==> src/hdl/ptast_pkg.sv <==
// ----------------------------------------------------------------------------
// ptast_pkg
// shared types and codes for the port-to-application sorted table
// ----------------------------------------------------------------------------
package ptast_pkg;

   localparam int DEPTH_DEFAULT = 64;

   // request operation codes
   localparam logic FUNC_INSERT = 1'b0;
   localparam logic FUNC_LOOKUP = 1'b1;

   // token modes travelling down the cell chain
   localparam logic [1:0] MODE_LOOKUP = 2'd0;
   localparam logic [1:0] MODE_INSERT = 2'd1;
   localparam logic [1:0] MODE_UPDATE = 2'd2;   // insert into a full table

   localparam logic STATUS_OK   = 1'b0;
   localparam logic STATUS_FULL = 1'b1;

   typedef struct packed {
      logic        func;
      logic [15:0] port;
      logic [7:0]  app_id;
   } req_type;

   typedef struct packed {
      logic       found;
      logic [7:0] app_out;
      logic       status;
   } rsp_type;

   typedef struct packed {
      logic        valid;
      logic [1:0]  mode;
      logic [15:0] key;
      logic [7:0]  id;
      logic        hit;
      logic        done;
      logic        added;
   } token_type;

endpackage

==> src/hdl/ptast_cell.sv <==
// ----------------------------------------------------------------------------
// ptast_cell
// one table slot plus the token register that feeds the next slot
// ----------------------------------------------------------------------------
module ptast_cell
   import ptast_pkg::*;
#(
   parameter int CW  = 7,
   parameter int IDX = 0
) (
   input  logic            clock,
   input  logic            reset,
   input  token_type       tok_prev,
   input  logic [CW-1:0]   count,
   output token_type       tok_next
);

   logic [15:0] key_ff, key_in;
   logic [7:0]  id_ff, id_in;
   token_type   pass_ff, pass_in;
   logic        entry_valid;
   logic        eq;
   logic        less;

   // slot holds data when its index is below the fill count
   assign entry_valid = count > CW'(IDX);
   assign eq          = entry_valid && (key_ff == tok_prev.key);
   assign less        = entry_valid && (key_ff < tok_prev.key);

   always_comb begin
      key_in  = key_ff;
      id_in   = id_ff;
      pass_in = tok_prev;
      if (tok_prev.valid && !tok_prev.done) begin
         unique case (tok_prev.mode)
            MODE_LOOKUP: begin
               if (eq) begin
                  pass_in.hit  = 1'b1;
                  pass_in.id   = id_ff;
                  pass_in.done = 1'b1;
               end
            end
            MODE_UPDATE: begin
               if (eq) begin
                  id_in        = tok_prev.id;
                  pass_in.hit  = 1'b1;
                  pass_in.done = 1'b1;
               end
            end
            MODE_INSERT: begin
               if (eq) begin
                  id_in        = tok_prev.id;
                  pass_in.done = 1'b1;
               end else if (!entry_valid) begin
                  // first free slot takes the carried entry
                  key_in        = tok_prev.key;
                  id_in         = tok_prev.id;
                  pass_in.done  = 1'b1;
                  pass_in.added = 1'b1;
               end else if (!less) begin
                  // swap: larger entry moves one slot on
                  key_in       = tok_prev.key;
                  id_in        = tok_prev.id;
                  pass_in.key  = key_ff;
                  pass_in.id   = id_ff;
               end
            end
            default: ;
         endcase
      end
   end

   always_ff @(posedge clock) begin
      if (reset) begin
         pass_ff <= '0;
      end else begin
         pass_ff <= pass_in;
      end
   end

   always_ff @(posedge clock) begin
      key_ff <= key_in;
      id_ff  <= id_in;
   end

   assign tok_next = pass_ff;

endmodule

==> config.mk <==
export PLATFORM = sky130hd
export DESIGN_NAME = ptast_cell
export DESIGN_NICKNAME = d
export VERILOG_FILES = /design/src/hdl/ptast_pkg.sv /design/src/hdl/ptast_cell.sv
export SDC_FILE = /design/constraint.sdc
export NUM_CORES = 1
export LEC_CHECK = 0
export BUFFER_PORTS_ARGS = -buffer_cell sky130_fd_sc_hd__buf_2
export CAP_MARGIN = 20
export CELL_PAD_IN_SITES_DETAIL_PLACEMENT = 0
export CELL_PAD_IN_SITES_GLOBAL_PLACEMENT = 1
export CORE_MARGIN = 2
export CORE_UTILIZATION = 41
export CTS_BUF_LIST = sky130_fd_sc_hd__clkbuf_8
export DETAILED_ROUTE_END_ITERATION = 7
export PLACE_DENSITY_LB_ADDON = 0.08
export REMOVE_ABC_BUFFERS = 1
export SLEW_MARGIN = 10
export SYNTH_ARGS = -nofsm -noshare
export SYNTH_HDL_FRONTEND = slang
export SYNTH_SLANG_ARGS = --single-unit
==> constraint.sdc <==
create_clock -name clock -period 3.91 [get_ports clock]
set_input_delay 0.782 -clock clock [delete_from_list [all_inputs] [get_ports clock]]
set_output_delay 0.782 -clock clock [all_outputs]
set_load 0.01 [all_outputs]
==> results of run 1 <==
-- worst min-delay path by stage --
stage	startpoint	to	slack, ps	depth (start not counted)
after floorplan	id_ff[0]	tok_next[3]	440	1
after global routing	id_ff[3]	tok_next[6]	480	1
after detailed placement	id_ff[0]	tok_next[3]	450	1
after global placement	id_ff[0]	tok_next[3]	450	1
final	id_ff[0]	tok_next[3]	470	1
after CTS	id_ff[0]	tok_next[3]	480	1
-- through the flow --
| step | util | cell area, um2 | setup WS, ps | hold WS, ps |
|---|---|---|---|---|
| final | 0.520 | 2880 | 1030 | 473 |
| after global routing | 0.520 | 2880 | 805 | 483 |
| after CTS | 0.520 | 2880 | 1020 | 478 |
| after detailed placement | 0.503 | 2790 | 683 | 452 |
| after global placement | 0.503 | 2790 | 709 | 448 |
| after floorplan | - | 2330 | 847 | 442 |
-- cells in the final DEF (no fill, tap or decap), types with 2 or more instances in the layout --
master | netlist | routed
mux2i_1 | 18 | 18
buf_2 | 0 | 68
o21a_1 | 2 | 2
nand4_2 | 2 | 2
nor3_1 | 2 | 2
edfxtp_1 | 24 | 24
ha_1 | 16 | 16
inv_1 | 17 | 17
clkbuf_8 | 0 | 5
nor2b_1 | 6 | 6
a31oi_1 | 2 | 2
nor2_1 | 27 | 27
o21ai_0 | 3 | 3
buf_4 | 0 | 3
a211oi_1 | 5 | 5
nand2_1 | 3 | 3
a21oi_1 | 8 | 8
nand4_1 | 2 | 2
nand2b_1 | 4 | 4
a22o_1 | 7 | 7
dfxtp_1 | 30 | 30
and2_1 | 2 | 2
-- power by group --
| group | internal [mW] | total, mW | switching [mW] |
|---|---|---|---|
| Clock | 0.130 | 0.320 | 0.190 |
| Sequential | 0.608 | 0.613 | 0.00459 |
| Combinational | 0.0531 | 0.118 | 0.0647 |
| Total | 0.791 | 1.05 | 0.260 |
-- worst register-to-register path, cell delays in order (launching register included) --
cell and delay (ps):
edfxtp_1 410, ha_1 310, a211oi_1 210, nor2_1 70, nor4_1 690, and2_2 300
nor2_1 50, o21a_1 190, buf_4 210
-- synthesized netlist by cell type --
| library cell | n | area share |
|---|---|---|
| nand2_1 | 3 | 0.0048 |
| nor4_4 | 1 | 0.0090 |
| mux2i_1 | 18 | 0.076 |
| nor4_2 | 1 | 0.0053 |
| dfxtp_1 | 30 | 0.25 |
| nand4_1 | 2 | 0.0053 |
| nand2b_1 | 4 | 0.011 |
| o21a_1 | 2 | 0.0064 |
| a211oi_1 | 5 | 0.016 |
| nor4_1 | 1 | 0.0027 |
| a31oi_1 | 2 | 0.0053 |
| nand4_2 | 2 | 0.011 |
| buf_8 | 1 | 0.0064 |
| o21ai_0 | 3 | 0.0064 |
| a22o_1 | 7 | 0.026 |
| a31o_2 | 1 | 0.0037 |
| and2_2 | 1 | 0.0032 |
| o21ai_2 | 1 | 0.0037 |
| edfxtp_1 | 24 | 0.31 |
| inv_1 | 17 | 0.027 |
| ha_1 | 16 | 0.085 |
| a21oi_1 | 8 | 0.017 |
| or2_2 | 1 | 0.0027 |
| nor2_1 | 27 | 0.043 |
| o22ai_2 | 1 | 0.0053 |
| nor2b_1 | 6 | 0.016 |
| a2111oi_4 | 1 | 0.012 |
| o32a_1 | 1 | 0.0042 |
| or4_1 | 1 | 0.0032 |
| nor3_1 | 2 | 0.0042 |
| clkbuf_1 | 3 | 0.0048 |
| o221ai_1 | 1 | 0.0037 |
| o31ai_1 | 1 | 0.0032 |
| and2_1 | 2 | 0.0053 |
| or3_1 | 1 | 0.0027 |
-- registers in the layout (all words and copies together) (netlist names) --
signal	count
tok_next	30
key_ff	16
id_ff	8
-- per-layer routing --
| metal | GRT usage | routed length [um] |
|---|---|---|
| met4 | 0.0508 | 59 |
| met3 | 0.0351 | 228 |
| met2 | 0.226 | 1920 |
| met5 | 0 | 0 |
| met1 | 0.211 | 2270 |
-- area by class of cell --
cell class,instances,area share
clock buffers,5,0.0239
inverters,17,0.0222
clock inverters,3,0.00869
well taps,72,0.0313
flip-flops and latches,54,0.459
repair buffers,71,0.126
multi-input cells,123,0.329
-- logic make-up (layout without fill, tap and decap cells) --
family                   after synthesis  count (layout)  synth area share
AND/OR/NAND/NOR                       55              55             0.128
adder cells (fa/ha/maj)               16              16            0.0848
buffers and inverters                 21              96            0.0382
AO/OA/AOI/OAI                         34              34             0.112
flip-flops                            54              54             0.560
multiplexers                          18              18            0.0764
==> results.ini, run 1 <==
[timing]
tns_ps=0
tightest_slew_ps=794
fin_skew_ps=4.75
rsz0062_at_grt=false
setup_viol=0
finalCritPeriodShare=0.736
fmax_mhz=348
relSlewSlack=0.466
hold_viol=0
finalMaxSlewViolations=0
period_needed_ps=2880

[grt]
grt_pass1_vias=1560
overflow=0
antenna_found_initial=0
grt_usage=0.150
grt_max_degree=29
grt_pass1_wl_mm=7.45

[die]
initial_core_util=0.426
die_area_um2=6380
ios=69
dieHeight_um=79.9
fp.dieW_um=79.9
fp.coreArea_um2=5540
std_cell_rows=27

[placement]
place.gp.congestion=0.752
dp_hpwl_mm=3.24
port-buffer-count=68
dpl.cell_count=337

[logic_synthesis]
ys_seq_area_frac=0.560
yosysWarnings=0
ys_types=35
avgSynthCellArea_um2=11.9
netlist_instances=198
synth_area_um2=2360
ys_ff_latch=54

[worst_setup_path]
worstPathRequired_ps=3970
cp-endpoint=key_ff[10]
crit_fanout=16
crit_top_cell=nor2_1
worst-setup-path-type=in -> reg
cp_slowest_stage_delay_ps=690
worstPathArrival_ps=2930
worst_setup_path_start_kind=input pin
cp_slowest_cell=nor4_1
path_depth=10
critPathCaptureType=flip-flop
crit_path_start=tok_prev[24]
r2r-start=key_ff[13]
path_cells=buf_2 > inv_1 > ha_1 > a211oi_1 > nor2_1 > nor4_1 > and2_2 > nor2_1 > o21a_1 > buf_4
path_buf_inv=3
r2r_setup_slack_ps=1240
timing.rr.end=key_ff[10]
cpLargestDelayFamily=simple AND/OR/NAND/NOR gates
worstRegToRegCells=8

[pwr]
peakVddDrop_uv=181
p_total_mw=1.05
power_density_nw_per_um2=365
leakage_nw=1.25

[routing]
num_vias=1671
via_per_inst=4.84
wl_per_cell_um=13.0
drtPass1Iterations=4
drcViolationCount=0
postRouteAntennaNets=0
drtIter0Drc=58
drt_wl_total_mm=4.47

[finish]
synthToLayoutAreaGrowth_pct=22.1
regArea_um2=1320
multiInputGateArea_um2=948
fillers=520
fin_cells=345
num_antenna_cells=0
drive_above_1_share=0.326
nets=327

[cts]
cts_sinks=54
cts_tree=built
hold_buffers=0
post_cts.repair.setup_buffers=0
max-clock-path-buffers=2
cts_resized=0
cts_buffers=5
clk_pin_slew_worst_paths_ps=100
clockRootBuffer=clkbuf_8
h-tree-depth=2
clkLatencyLatePin_ps=310

[worst_hold_path]
hold_class=reg -> reg

[flow_run]
max_cap_viol_count=0

[status]
status=complete, no violations

(Power assumes the default switching activity.)
==> inputs of run 2 (changes only) <==
--- a/config.mk
+++ b/config.mk
@@ -5,12 +5,13 @@
 export SDC_FILE = /design/constraint.sdc
 export NUM_CORES = 1
 export LEC_CHECK = 0
+export ABC_AREA = 1
 export BUFFER_PORTS_ARGS = -buffer_cell sky130_fd_sc_hd__buf_2
 export CAP_MARGIN = 20
 export CELL_PAD_IN_SITES_DETAIL_PLACEMENT = 0
 export CELL_PAD_IN_SITES_GLOBAL_PLACEMENT = 1
 export CORE_MARGIN = 2
-export CORE_UTILIZATION = 41
+export CORE_UTILIZATION = 37
 export CTS_BUF_LIST = sky130_fd_sc_hd__clkbuf_8
 export DETAILED_ROUTE_END_ITERATION = 7
 export PLACE_DENSITY_LB_ADDON = 0.08
==> constraint.sdc (replaced) <==
create_clock -name clock -period 2.45 [get_ports clock]
set_input_delay 0.49 -clock clock [delete_from_list [all_inputs] [get_ports clock]]
set_output_delay 0.49 -clock clock [all_outputs]
set_load 0.01 [all_outputs]
==> results.ini, run 2 <==
[pwr]
switchingPower_mw=0.435
p_comb_frac=0.130
leakage_nw=1.61
seq_power_share=0.544
p_int_mw=1.37
netSwitchingFraction=0.241
power_density_nw_per_um2=563
p_total_mw=1.81
pwr-share-clk=0.326
peakVddDrop_uv=304

[logic_synthesis]
ys_types=31
ys_ff_latch=54
synth_edf_count=24
async_flop_share=0
synth_area_um2=2660
yosys-top-cells-area=edfxtp_1 27%, dfxtp_1 23%, nand2_1 7.9%, inv_1 7.8%, ha_1 7.5%
yosysWarnings=0
ys_seq_area_frac=0.497
synthTopCellsByCount=56 x nand2_1, 55 x inv_1, 30 x dfxtp_1
yosysTopAreaCell=edfxtp_1
netlist_instances=298
synth_flop_cell=dfxtp_1
synth.most_common_cell=nand2_1
netlist.area_leader.share=0.271
avgSynthCellArea_um2=8.92

[timing]
hold_viol=0
fmax_mhz=456
finalCritPeriodShare=0.895
rsz0062_at_grt=false
tightest_slew_ps=625
period_needed_ps=2190
setup_viol=0
fin_skew_ps=5.10
finalMaxSlewViolations=0
relSlewSlack=0.581
tns_ps=0

[routing]
drtIter0Drc=56
postRouteAntennaNets=0
drtPass1Iterations=4
num_vias=2075
drcViolationCount=0
drt_wl_total_mm=5.54
wl_per_cell_um=11.8
via_per_inst=4.43

[worst_hold_path]
min_to=key_ff[8]
hold_start=tok_prev[19]
hold_class=in -> reg
whs_path_depth=1

[cts]
hold_buffers=0
cts_tree=built
post_cts.repair.setup_buffers=0
clkLatencyLatePin_ps=310
max-clock-path-buffers=2
cts_sinks=54
clockRootBuffer=clkbuf_8
h-tree-depth=2
clk_pin_slew_worst_paths_ps=90
cts_resized=0
cts_buffers=5

[worst_setup_path]
r2r_setup_slack_ps=260
worstPathArrival_ps=2220
cp_slowest_stage_delay_ps=410
r2r-start=key_ff[11]
crit_fanout=9
path_cells=ha_1 > nand2_1 > nor2_1 > nand2_1 > nor2_2 > nor2_4 > inv_1 > o32ai_1 > inv_1
critPathCaptureType=flip-flop
worst-setup-path-type=reg -> reg
cp_slowest_cell=edfxtp_1
worstRegToRegCells=9
worstPathRequired_ps=2480
worst_setup_path_start_kind=flip-flop
timing.rr.end=id_ff[3]

[finish]
drive_above_1_share=0.266
nets=426
final_cell_mix=68 x buf_2, 56 x nand2_1, 55 x inv_1
num_antenna_cells=0
synthToLayoutAreaGrowth_pct=20.5
largest_register_ffs=30
final_common_cell=buf_2
fin_cells=468

[placement]
place.gp.congestion=0.845
dpl.cell_count=460
dp_hpwl_mm=4.11
port-buffer-count=68

[grt]
overflow=0
grt_max_degree=33
grt_pass1_wl_mm=9.08
grt_usage=0.151
antenna_found_initial=0
grt_pass1_vias=1951

[die]
die_area_um2=7880
ios=69
std_cell_rows=30
fp.coreArea_um2=6870
fp.dieW_um=88.8
initial_core_util=0.387
dieHeight_um=88.8

[status]
status=complete, no violations

[flow_run]
max_cap_viol_count=0

run 2: cell types whose count changed after synthesis, sizes merged, moves of 6 or more:
| cell | change |
|---|---|
| a21oi | +24 |
| a22o | -7 |
| inv | +40 |
| mux2i | -18 |
| nand2 | +58 |
| nand3 | +18 |
| nor2 | -10 |
| nor2b | -6 |
| o211ai | +9 |
| o21ai | +16 |
run 2: cells by family (layout without fill, tap and decap cells):
logic type / Yosys count / in the layout / synth area share
adders and majority gates: 16 / 16 / 0.0753
DFF: 54 / 54 / 0.497
buffers and inverters: 63 / 137 / 0.103
AOI/OAI and AO/OA: 63 / 63 / 0.135
and+or+nand+nor: 102 / 102 / 0.191
run 2: final cells by class:
class                           count  area, um2
Fill cell                         701       3660
Sequential cell                    54       1320
Multi-Input combinational cell    181       1060
Timing Repair Buffer               72        370
Inverter                           57        219
Tap cell                           96        120
Clock buffer                        5       68.8
Clock inverter                      3       40.0
run 2: layer usage:
metal,vias to the layer above,wire (um),GRT usage
met4,0,55,0.0496
met1,900,2790,0.203
li1,1119,-,-
met2,51,2410,0.242
met3,5,286,0.0317
met5,-,0,0
run 2: worst max path at each step:
stage,from,to,slack [ps],cells past startpoint
finish,key_ff[11],id_ff[3],260,9
global route,key_ff[11],id_ff[3],50,9
CTS,key_ff[11],id_ff[3],230,9
detailed placement,tok_prev[22],id_ff[6],10,11
global placement,tok_prev[22],id_ff[0],40,11
floorplan,tok_prev[18],key_ff[0],290,10
run 2: critical path: cells and delay by family (launching register included):
kind            cells  cell delay (ps)
flops               1              410
compound gates      1              270
simple gates        5              590
fa+ha+maj           1              330
buf+inv             2              300
run 2: power groups by stage:
stage	clock network [mW]	registers, mW	logic, mW
after global routing	0.648	0.985	0.271
after detailed placement	0	1.00	0.238
after CTS	0.616	0.982	0.240
final	0.589	0.982	0.235
after global placement	0	1.00	0.239
after floorplan	0	1.02	0.120
run 2: per-stage QoR:
step	util	worst slack (ps)	cell area (um2)	hold slack (ps)
2_1_floorplan	-	286	2610	515
3_3_place_gp	0.451	35.9	3100	536
3_5_place_dp	0.451	11.5	3100	537
4_1_cts	0.466	232	3200	353
5_1_grt	0.466	45.0	3200	344
6_report	0.466	256	3200	366
